$ cat config.mk
export PLATFORM = sky130hd
export DESIGN_NAME = calendar_date_to_epoch_ms_unit
export DESIGN_NICKNAME = d
export VERILOG_FILES = /design/src/hw/rtl/cdem_pkg.sv /design/src/hw/rtl/cdem_ctrl.sv /design/src/hw/rtl/cdem_dp.sv /design/src/hw/rtl/calendar_date_to_epoch_ms_unit.sv
export VERILOG_INCLUDE_DIRS = /design/src /design/src/hw/rtl
export SDC_FILE = /design/constraint.sdc
export NUM_CORES = 1
export LEC_CHECK = 0
export BUFFER_PORTS_ARGS = -buffer_cell sky130_fd_sc_hd__buf_2
export CAP_MARGIN = 25
export CORE_MARGIN = 8
export CORE_UTILIZATION = 58
export DETAILED_ROUTE_END_ITERATION = 8
export HOLD_SLACK_MARGIN = 0.02
export PLACE_DENSITY = 0.79
export SYNTH_ARGS = -nofsm -noshare
export SYNTH_HDL_FRONTEND = slang
export SYNTH_SLANG_ARGS = --single-unit
$ cat constraint.sdc
create_clock -name aclk -period 8.49 [get_ports aclk]
set_clock_uncertainty 0.2 [all_clocks]
set_input_delay 1.2735 -clock aclk [delete_from_list [all_inputs] [get_ports aclk]]
set_output_delay 1.2735 -clock aclk [all_outputs]
set_load 0.005 [all_outputs]
$ cat src/hw/rtl/assert_macros.svh
// Assertion macros for the date to epoch RTL.
// No dependencies; included by modules that carry assertions.
`ifndef ASSERT_MACROS_SVH
`define ASSERT_MACROS_SVH

// Property checked at every clock edge outside reset.
`define ASSERT_CLK_RST(label, clk, rstn, prop) \
    label: assert property (@(posedge clk) disable iff (!(rstn)) (prop)) \
        else $error("assertion failed");

// Signal is low in the cycle after a reset edge.
`define ASSERT_RESET_CLEARS(label, clk, rstn, sig) \
    label: assert property (@(posedge clk) !(rstn) |=> !(sig)) \
        else $error("reset did not clear signal");

`endif

$ cat src/hw/rtl/cdem_pkg.sv
// Package for the calendar date to epoch milliseconds unit.
// Field widths, constants, command/status structs and table functions; no dependencies.
`timescale 1ns / 1ps

package cdem_pkg;

    localparam int YEAR_W   = 12;
    localparam int MONTH_W  = 4;
    localparam int DAY_W    = 5;
    localparam int HOUR_W   = 5;
    localparam int MINUTE_W = 6;
    localparam int SECOND_W = 6;
    localparam int EPOCH_W  = 43;

    localparam int BASE_YEAR   = 1970;
    localparam int YEAR_MAX    = (1 << YEAR_W) - 1;
    localparam int LEAP_CYCLE  = 400;
    localparam int DAYS_LEAP   = 366;
    localparam int DAYS_COMMON = 365;

    localparam logic [8:0] BASE_MOD400 = 9'(BASE_YEAR % LEAP_CYCLE);
    localparam logic [8:0] MOD400_LAST = 9'(LEAP_CYCLE - 1);

    localparam logic [MONTH_W-1:0] MONTHS_PER_YEAR = 4'd12;

    localparam logic [26:0] MS_PER_DAY  = 27'd86400000;
    localparam logic [26:0] MS_PER_HOUR = 27'd3600000;
    localparam logic [26:0] MS_PER_MIN  = 27'd60000;
    localparam logic [26:0] MS_PER_SEC  = 27'd1000;

    typedef enum logic [1:0] {
        SC_DAY  = 2'd0,
        SC_HOUR = 2'd1,
        SC_MIN  = 2'd2,
        SC_SEC  = 2'd3
    } scale_sel_t;

    typedef struct packed {
        logic       load;
        logic       leap_step;
        logic       year_step;
        logic       month_step;
        logic       scale_step;
        scale_sel_t scale_sel;
        logic       finish;
    } dp_cmd_t;

    typedef struct packed {
        logic leap_done;
        logic years_done;
        logic months_done;
        logic out_free;
    } dp_status_t;

    // r is year mod 400
    function automatic logic leap_from_mod400(input logic [8:0] r);
        return (r[1:0] == 2'b00) && (r != 9'd100) && (r != 9'd200) && (r != 9'd300);
    endfunction

    function automatic logic [4:0] month_len(input logic [MONTH_W-1:0] m, input logic leap);
        logic [4:0] len;
        unique case (m)
            4'd0:    len = 5'd31;
            4'd1:    len = leap ? 5'd29 : 5'd28;
            4'd2:    len = 5'd31;
            4'd3:    len = 5'd30;
            4'd4:    len = 5'd31;
            4'd5:    len = 5'd30;
            4'd6:    len = 5'd31;
            4'd7:    len = 5'd31;
            4'd8:    len = 5'd30;
            4'd9:    len = 5'd31;
            4'd10:   len = 5'd30;
            4'd11:   len = 5'd31;
            default: len = 5'd0;
        endcase
        return len;
    endfunction

endpackage

$ cat src/hw/rtl/cdem_ctrl.sv
// Sequencer for the date to epoch unit: leap reduction, year loop, month loop, scaling.
// Depends on cdem_pkg; drives the datapath through dp_cmd_t, reads dp_status_t.
`timescale 1ns / 1ps

module cdem_ctrl (
    input  logic                  aclk,
    input  logic                  aresetn,
    input  logic                  s_tvalid,
    output logic                  s_tready,
    input  cdem_pkg::dp_status_t  status,
    output cdem_pkg::dp_cmd_t     cmd
);

    typedef enum logic [5:0] {
        ST_IDLE   = 6'b000001,
        ST_LEAP   = 6'b000010,
        ST_YEARS  = 6'b000100,
        ST_MONTHS = 6'b001000,
        ST_SCALE  = 6'b010000,
        ST_DONE   = 6'b100000
    } state_t;

    state_t                 state_reg, state_next;
    cdem_pkg::scale_sel_t   sc_reg, sc_next;

    always_ff @(posedge aclk) begin
        if (!aresetn) begin
            state_reg <= ST_IDLE;
            sc_reg    <= cdem_pkg::SC_DAY;
        end else begin
            state_reg <= state_next;
            sc_reg    <= sc_next;
        end
    end

    always_comb begin
        state_next    = state_reg;
        sc_next       = sc_reg;
        cmd           = '0;
        cmd.scale_sel = sc_reg;
        s_tready      = 1'b0;
        unique case (state_reg)
            ST_IDLE: begin
                s_tready = 1'b1;
                if (s_tvalid) begin
                    cmd.load   = 1'b1;
                    sc_next    = cdem_pkg::SC_DAY;
                    state_next = ST_LEAP;
                end
            end
            ST_LEAP: begin
                if (status.leap_done) begin
                    state_next = ST_YEARS;
                end else begin
                    cmd.leap_step = 1'b1;
                end
            end
            ST_YEARS: begin
                if (status.years_done) begin
                    state_next = ST_MONTHS;
                end else begin
                    cmd.year_step = 1'b1;
                end
            end
            ST_MONTHS: begin
                if (status.months_done) begin
                    state_next = ST_SCALE;
                end else begin
                    cmd.month_step = 1'b1;
                end
            end
            ST_SCALE: begin
                cmd.scale_step = 1'b1;
                unique case (sc_reg)
                    cdem_pkg::SC_DAY:  sc_next = cdem_pkg::SC_HOUR;
                    cdem_pkg::SC_HOUR: sc_next = cdem_pkg::SC_MIN;
                    cdem_pkg::SC_MIN:  sc_next = cdem_pkg::SC_SEC;
                    cdem_pkg::SC_SEC: begin
                        sc_next    = cdem_pkg::SC_DAY;
                        state_next = ST_DONE;
                    end
                    default: sc_next = cdem_pkg::SC_DAY;
                endcase
            end
            ST_DONE: begin
                if (status.out_free) begin
                    cmd.finish = 1'b1;
                    state_next = ST_IDLE;
                end
            end
            default: state_next = ST_IDLE;
        endcase
    end

endmodule

$ cat src/hw/rtl/cdem_dp.sv
// Datapath for the date to epoch unit: day accumulator, mod-400 counters, one shared
// multiplier with accumulator, and the output register. Depends on cdem_pkg, assert_macros.svh.
`timescale 1ns / 1ps
`include "assert_macros.svh"

module cdem_dp #(
    parameter int LAST_YEAR = 2225
) (
    input  logic                                 aclk,
    input  logic                                 aresetn,
    input  logic [cdem_pkg::YEAR_W-1:0]          s_year,
    input  logic [cdem_pkg::MONTH_W-1:0]         s_month,
    input  logic [cdem_pkg::DAY_W-1:0]           s_day,
    input  logic [cdem_pkg::HOUR_W-1:0]          s_hour,
    input  logic [cdem_pkg::MINUTE_W-1:0]        s_minute,
    input  logic [cdem_pkg::SECOND_W-1:0]        s_second,
    input  cdem_pkg::dp_cmd_t                    cmd,
    output cdem_pkg::dp_status_t                 status,
    input  logic                                 m_tready,
    output logic                                 m_tvalid,
    output logic [cdem_pkg::EPOCH_W-1:0]         m_epoch_ms
);

    localparam int YEAR_CAP = (LAST_YEAR > cdem_pkg::YEAR_MAX) ? cdem_pkg::YEAR_MAX : LAST_YEAR;
    localparam longint MAX_DAYS =
        longint'(YEAR_CAP - cdem_pkg::BASE_YEAR + 1) * longint'(cdem_pkg::DAYS_LEAP)
        + longint'((1 << cdem_pkg::DAY_W) - 1);
    localparam int DAYS_W = $clog2(MAX_DAYS + 1);
    localparam longint MAX_MS =
        MAX_DAYS * longint'(cdem_pkg::MS_PER_DAY)
        + longint'((1 << cdem_pkg::HOUR_W) - 1) * longint'(cdem_pkg::MS_PER_HOUR)
        + longint'((1 << cdem_pkg::MINUTE_W) - 1) * longint'(cdem_pkg::MS_PER_MIN)
        + longint'((1 << cdem_pkg::SECOND_W) - 1) * longint'(cdem_pkg::MS_PER_SEC);
    localparam int ACC_W = $clog2(MAX_MS + 1);

    localparam logic [cdem_pkg::YEAR_W-1:0] YEAR_CAP_V  = cdem_pkg::YEAR_W'(YEAR_CAP);
    localparam logic [cdem_pkg::YEAR_W-1:0] BASE_YEAR_V = cdem_pkg::YEAR_W'(cdem_pkg::BASE_YEAR);
    localparam logic [cdem_pkg::YEAR_W-1:0] CYCLE_V     = cdem_pkg::YEAR_W'(cdem_pkg::LEAP_CYCLE);

    logic [cdem_pkg::YEAR_W-1:0]    year_reg, r_reg, y_reg;
    logic [8:0]                     c400_reg;
    logic [cdem_pkg::MONTH_W-1:0]   m_reg, nmon_reg;
    logic [cdem_pkg::HOUR_W-1:0]    hour_reg;
    logic [cdem_pkg::MINUTE_W-1:0]  minute_reg;
    logic [cdem_pkg::SECOND_W-1:0]  second_reg;
    logic [DAYS_W-1:0]              days_reg;
    logic [ACC_W-1:0]               acc_reg;
    logic                           out_valid_reg, out_valid_next;
    logic [cdem_pkg::EPOCH_W-1:0]   out_data_reg;

    logic [cdem_pkg::YEAR_W-1:0]    year_c;
    logic [cdem_pkg::MONTH_W-1:0]   nmon_c;
    logic                           target_leap, loop_leap;
    logic [DAYS_W-1:0]              mul_a;
    logic [26:0]                    mul_b;
    logic [ACC_W-1:0]               prod;
    logic [ACC_W-1:0]               res;
    logic [63:0]                    res64;

    always_comb begin
        year_c = (s_year > YEAR_CAP_V) ? YEAR_CAP_V : s_year;
        if (s_month == '0) begin
            nmon_c = '0;
        end else if (s_month > cdem_pkg::MONTHS_PER_YEAR) begin
            nmon_c = cdem_pkg::MONTHS_PER_YEAR;
        end else begin
            nmon_c = s_month - 4'd1;
        end
    end

    assign target_leap = cdem_pkg::leap_from_mod400(r_reg[8:0]);
    assign loop_leap   = cdem_pkg::leap_from_mod400(c400_reg);

    always_comb begin
        unique case (cmd.scale_sel)
            cdem_pkg::SC_DAY: begin
                mul_a = days_reg;
                mul_b = cdem_pkg::MS_PER_DAY;
            end
            cdem_pkg::SC_HOUR: begin
                mul_a = DAYS_W'(hour_reg);
                mul_b = cdem_pkg::MS_PER_HOUR;
            end
            cdem_pkg::SC_MIN: begin
                mul_a = DAYS_W'(minute_reg);
                mul_b = cdem_pkg::MS_PER_MIN;
            end
            cdem_pkg::SC_SEC: begin
                mul_a = DAYS_W'(second_reg);
                mul_b = cdem_pkg::MS_PER_SEC;
            end
            default: begin
                mul_a = '0;
                mul_b = '0;
            end
        endcase
    end

    assign prod = ACC_W'(mul_a) * ACC_W'(mul_b);

    // day count includes the one-based day-of-month offset; one day is taken off here, clamped at zero
    assign res   = (acc_reg < ACC_W'(cdem_pkg::MS_PER_DAY)) ? '0
                 : acc_reg - ACC_W'(cdem_pkg::MS_PER_DAY);
    assign res64 = 64'(res);

    always_ff @(posedge aclk) begin
        if (cmd.load) begin
            year_reg   <= year_c;
            r_reg      <= year_c;
            y_reg      <= BASE_YEAR_V;
            c400_reg   <= cdem_pkg::BASE_MOD400;
            m_reg      <= '0;
            nmon_reg   <= nmon_c;
            hour_reg   <= s_hour;
            minute_reg <= s_minute;
            second_reg <= s_second;
            days_reg   <= DAYS_W'(s_day);
        end
        if (cmd.leap_step) begin
            r_reg <= r_reg - CYCLE_V;
        end
        if (cmd.year_step) begin
            days_reg <= days_reg + (loop_leap ? DAYS_W'(cdem_pkg::DAYS_LEAP)
                                              : DAYS_W'(cdem_pkg::DAYS_COMMON));
            y_reg    <= y_reg + 12'd1;
            c400_reg <= (c400_reg == cdem_pkg::MOD400_LAST) ? 9'd0 : c400_reg + 9'd1;
        end
        if (cmd.month_step) begin
            days_reg <= days_reg + DAYS_W'(cdem_pkg::month_len(m_reg, target_leap));
            m_reg    <= m_reg + 4'd1;
        end
        if (cmd.scale_step) begin
            acc_reg <= (cmd.scale_sel == cdem_pkg::SC_DAY) ? prod : acc_reg + prod;
        end
        if (cmd.finish) begin
            out_data_reg <= res64[cdem_pkg::EPOCH_W-1:0];
        end
    end

    always_comb begin
        out_valid_next = out_valid_reg;
        if (cmd.finish) begin
            out_valid_next = 1'b1;
        end else if (m_tready) begin
            out_valid_next = 1'b0;
        end
    end

    always_ff @(posedge aclk) begin
        if (!aresetn) begin
            out_valid_reg <= 1'b0;
        end else begin
            out_valid_reg <= out_valid_next;
        end
    end

    assign status.leap_done   = (r_reg < CYCLE_V);
    assign status.years_done  = (y_reg >= year_reg);
    assign status.months_done = (m_reg >= nmon_reg);
    assign status.out_free    = !out_valid_reg || m_tready;

    assign m_tvalid   = out_valid_reg;
    assign m_epoch_ms = out_data_reg;

    `ASSERT_CLK_RST(a_finish_no_overwrite, aclk, aresetn, cmd.finish |-> (!out_valid_reg || m_tready))
    `ASSERT_CLK_RST(a_months_use_reduced_year, aclk, aresetn, cmd.month_step |-> (r_reg < CYCLE_V))
    `ASSERT_CLK_RST(a_scale_after_months, aclk, aresetn, (cmd.scale_step && (cmd.scale_sel == cdem_pkg::SC_DAY)) |-> (m_reg >= nmon_reg) && (y_reg >= year_reg))
    `ASSERT_RESET_CLEARS(a_reset_clears_valid, aclk, aresetn, out_valid_reg)

endmodule

$ cat src/hw/rtl/calendar_date_to_epoch_ms_unit.sv
// Channel   Dir  Beat content (tdata, low bit first)
// s_        in   year[11:0] month[15:12] day[20:16] hour[25:21] minute[31:26] second[37:32]
// m_        out  epoch_ms[42:0]
//
// Steps per beat: accept, leap reduction (Y reduced mod 400), year loop (1970 up to Y-1),
//   month loop (months before), 4 scaling steps, result write; Y = clamped year.
//   The year loop dominates for late years.
// One beat in flight; a new beat is taken while the previous result sits in the output register.
// A result held by m_tready low stalls only the final write of the next beat.
// aresetn is synchronous, active low; it clears the sequencer and the output valid.
// Top level: instantiates cdem_ctrl and cdem_dp; depends on cdem_pkg.
`timescale 1ns / 1ps

module calendar_date_to_epoch_ms_unit #(
    parameter int LAST_YEAR = 2225
) (
    input  logic        aclk,
    input  logic        aresetn,
    input  logic        s_tvalid,
    output logic        s_tready,
    input  logic [39:0] s_tdata,   // year[11:0], month[15:12], day[20:16], hour[25:21],
                                   // minute[31:26], second[37:32], zero pad[39:38]
    output logic        m_tvalid,
    input  logic        m_tready,
    output logic [47:0] m_tdata    // epoch_ms[42:0], zero pad[47:43]
);

    cdem_pkg::dp_cmd_t              cmd;
    cdem_pkg::dp_status_t           status;
    logic [cdem_pkg::EPOCH_W-1:0]   epoch_ms;

    cdem_ctrl u_ctrl (
        .aclk     (aclk),
        .aresetn  (aresetn),
        .s_tvalid (s_tvalid),
        .s_tready (s_tready),
        .status   (status),
        .cmd      (cmd)
    );

    cdem_dp #(
        .LAST_YEAR (LAST_YEAR)
    ) u_dp (
        .aclk       (aclk),
        .aresetn    (aresetn),
        .s_year     (s_tdata[11:0]),
        .s_month    (s_tdata[15:12]),
        .s_day      (s_tdata[20:16]),
        .s_hour     (s_tdata[25:21]),
        .s_minute   (s_tdata[31:26]),
        .s_second   (s_tdata[37:32]),
        .cmd        (cmd),
        .status     (status),
        .m_tready   (m_tready),
        .m_tvalid   (m_tvalid),
        .m_epoch_ms (epoch_ms)
    );

    assign m_tdata = {5'b0, epoch_ms};

endmodule
==> impl_metrics.tcl <==
set metrics [dict create \
    rows 71 \
    timing.rr.start "u_ctrl.sc_reg[0]$_SDFFE_PN0P_" \
    finalWeightedCongestion 0.9101 \
    crit_type "flop to flop" \
    status "finished with violations" \
    grtUsageMet1 0.3082 \
    die-area_mm2 0.04396 \
    antenna_found_initial 0 \
    top_usage_layer "met2" \
    synth_seq_area_share 0.2388 \
    hold_buffers 0 \
    yosys.area.top_type "edfxtp_1" \
    wl_per_cell_um 19.76 \
    grt_usage 0.2688 \
    avgSynthCellArea_um2 9.455 \
    drtIter0Drc 1609 \
    io_pins 94 \
    die_w_um 209.7 \
    dr_total_vias 18875 \
    worstPathRequired_ps 8500 \
    area_growth_pct 25.90 \
    cp-end-kind "flop" \
    seqCellArea_mm2 0.005202 \
    layout-drive-gt1-share 0.2749 \
    nets 3249 \
    clockBufferDepth 2 \
    detailedPlace.worstSlack_ps -671.6 \
    fin_crit_sh 1.055 \
    path_clk_slew_ps 80 \
    cts_tree "yes" \
    period_needed_ps 8961 \
    relSlewSlack 0.3756 \
    num_antenna_cells 0 \
    portBuffers 83 \
    die_y_um 209.7 \
    cp_data_arrival_time_ps 8970 \
    insertion_delay_ps 470 \
    tightestPinTransition_ps 926.8 \
    cts_buffers 17 \
    met2_usage 0.4824 \
    holdPathStages 2 \
    overflow 0 \
    grt_pass1_wl_um 96040 \
    core_area_mm2 0.03731 \
    hp-start "u_dp.m_tvalid$_SDFFE_PN0P_" \
    nFillCells 2347 \
    ys_top_cells_by_count "425 x inv_1, 256 x ha_1, 229 x fa_1" \
    rr_worst_depth 38 \
    cts_num_sinks 176 \
    cp_max_fo 6 \
    ctsRootBufferMaster "clkbuf_16" \
    post-route-util 0.7341 \
    dp_hpwl_um 45020 \
    maxSlewViolCount 0 \
    slowest_delay_ps 600 \
    placed_cell_area_mm2 0.02493 \
    ant_nets 0 \
    ys_ff_latch 176 \
    syn_area_mm2 0.02176 \
    fin_area_mm2 0.02739 \
    avgViaCountPerCell 5.887 \
    drt-pass1-iter-count 7 \
    synth_top_area_share 0.2305 \
    grt_pass1_vias 19663 \
    netlist_top_cells_area "edfxtp_1 23%, fa_1 21%, ha_1 15%" \
    rsz0062_at_grt "yes" \
    postSynth.asyncResetShare 0 \
    setup_viol 15 \
    synth_edf_count 167 \
    htreeDepth 4 \
    drc 0 \
    use_met3 0.04371 \
    crit_path_start "u_ctrl.sc_reg[0]$_SDFFE_PN0P_" \
    fin_ws_ps -470.5 \
    fmax_mhz 111.6 \
    violations "setup timing" \
    start_util 0.5831 \
    routed_wl_um 63340 \
    cap_violations 0 \
    yosysMostFrequentCell "inv_1" \
    crit_slowest_cell "fa_1" \
    hold_viol_final 0 \
    synth_cells 2301 \
    yosysUniqueCellTypes 89 \
    multi_input_area_mm2 0.01601 \
    yosys_warnings 0 \
    cp-start-kind "flop" \
    synth_flop_cell "edfxtp_1" \
    min_path_type "flop to flop" \
    grt_max_degree 43 \
]
-- worst max-delay path, delay by kind of cell (launching register included) --
kind,cells,cell delay (ps)
buffers and inverters,9,950
XOR/XNOR,1,230
flip-flops,1,370
AND/OR/NAND/NOR,10,1440
AO/OA/AOI/OAI,9,1720
adder cells (fa/ha/maj),9,3770
-- layer usage --
metal | up-vias | wire length, um | part of all wire
met5 | - | 0 | 0
met4 | 0 | 3579 | 0.057
met3 | 258 | 4305 | 0.068
met2 | 888 | 31970 | 0.50
met1 | 9220 | 23490 | 0.37
li1 | 8509 | - | -
-- metrics by stage --
step / TNS, ps / std cells / hold WS [ps]
finish: -4627 / 3206 / 365.5
global route: -8805 / 3206 / 417.5
CTS: -1080 / 3178 / 351.7
detailed placement: -9116 / 3110 / 329.9
global placement: -6156 / 3109 / 297.0
floorplan: 0 / 2327 / 280.7
-- logic make-up after synthesis --
logic type / synth area share
mux: 0.008224
xor+xnor: 0.04630
other cells: 0.0003452
flops: 0.2388
simple gates: 0.1306
buf+inv: 0.09012
fa+ha+maj: 0.3579
compound gates: 0.1277
-- area by class of cell --
type / instances / area share
Sequential cell: 176 / 0.1899
Multi-Input combinational cell: 1644 / 0.5844
Clock buffer: 17 / 0.01553
Timing Repair Buffer: 456 / 0.1241
Tap cell: 474 / 0.02165
Clock inverter: 14 / 0.005847
Inverter: 425 / 0.05851
-- path summary, 6_finish.rpt --
kind | end | slack, ps
worst max-delay path | u_dp.acc_reg[38]$_DFFE_PP_ | -470
worst min-delay path | u_dp.m_tvalid$_SDFFE_PN0P_ | 370
worst max register to register | u_dp.acc_reg[38]$_DFFE_PP_ | -470
worst min register to register | u_dp.m_tvalid$_SDFFE_PN0P_ | 370
-- placed cells by master, fill, tap and decap left out, types with 42 or more instances in the layout --
cell	instances
a21o_1	52
a21oi_1	103
buf_2	83
buf_4	340
edfxtp_1	167
fa_1	222
ha_1	225
inv_1	387
nand2_1	143
nor2_1	129
o21ai_0	64
xnor2_1	58
xor2_1	42
-- timing repair --
item | 4_1_cts | 5_1_grt
gates cloned | 1 | 0
pin swaps | 101 | 124
resized for setup | 144 | 161
setup endpoints to repair | 21 | 23
setup buffers | 38 | 31
endpoints found under the hold margin | 0 | 0
Power is left out: the tool's default activity adds up to more than one toggle a clock period on the data nets, which glitch-free logic cannot reach.
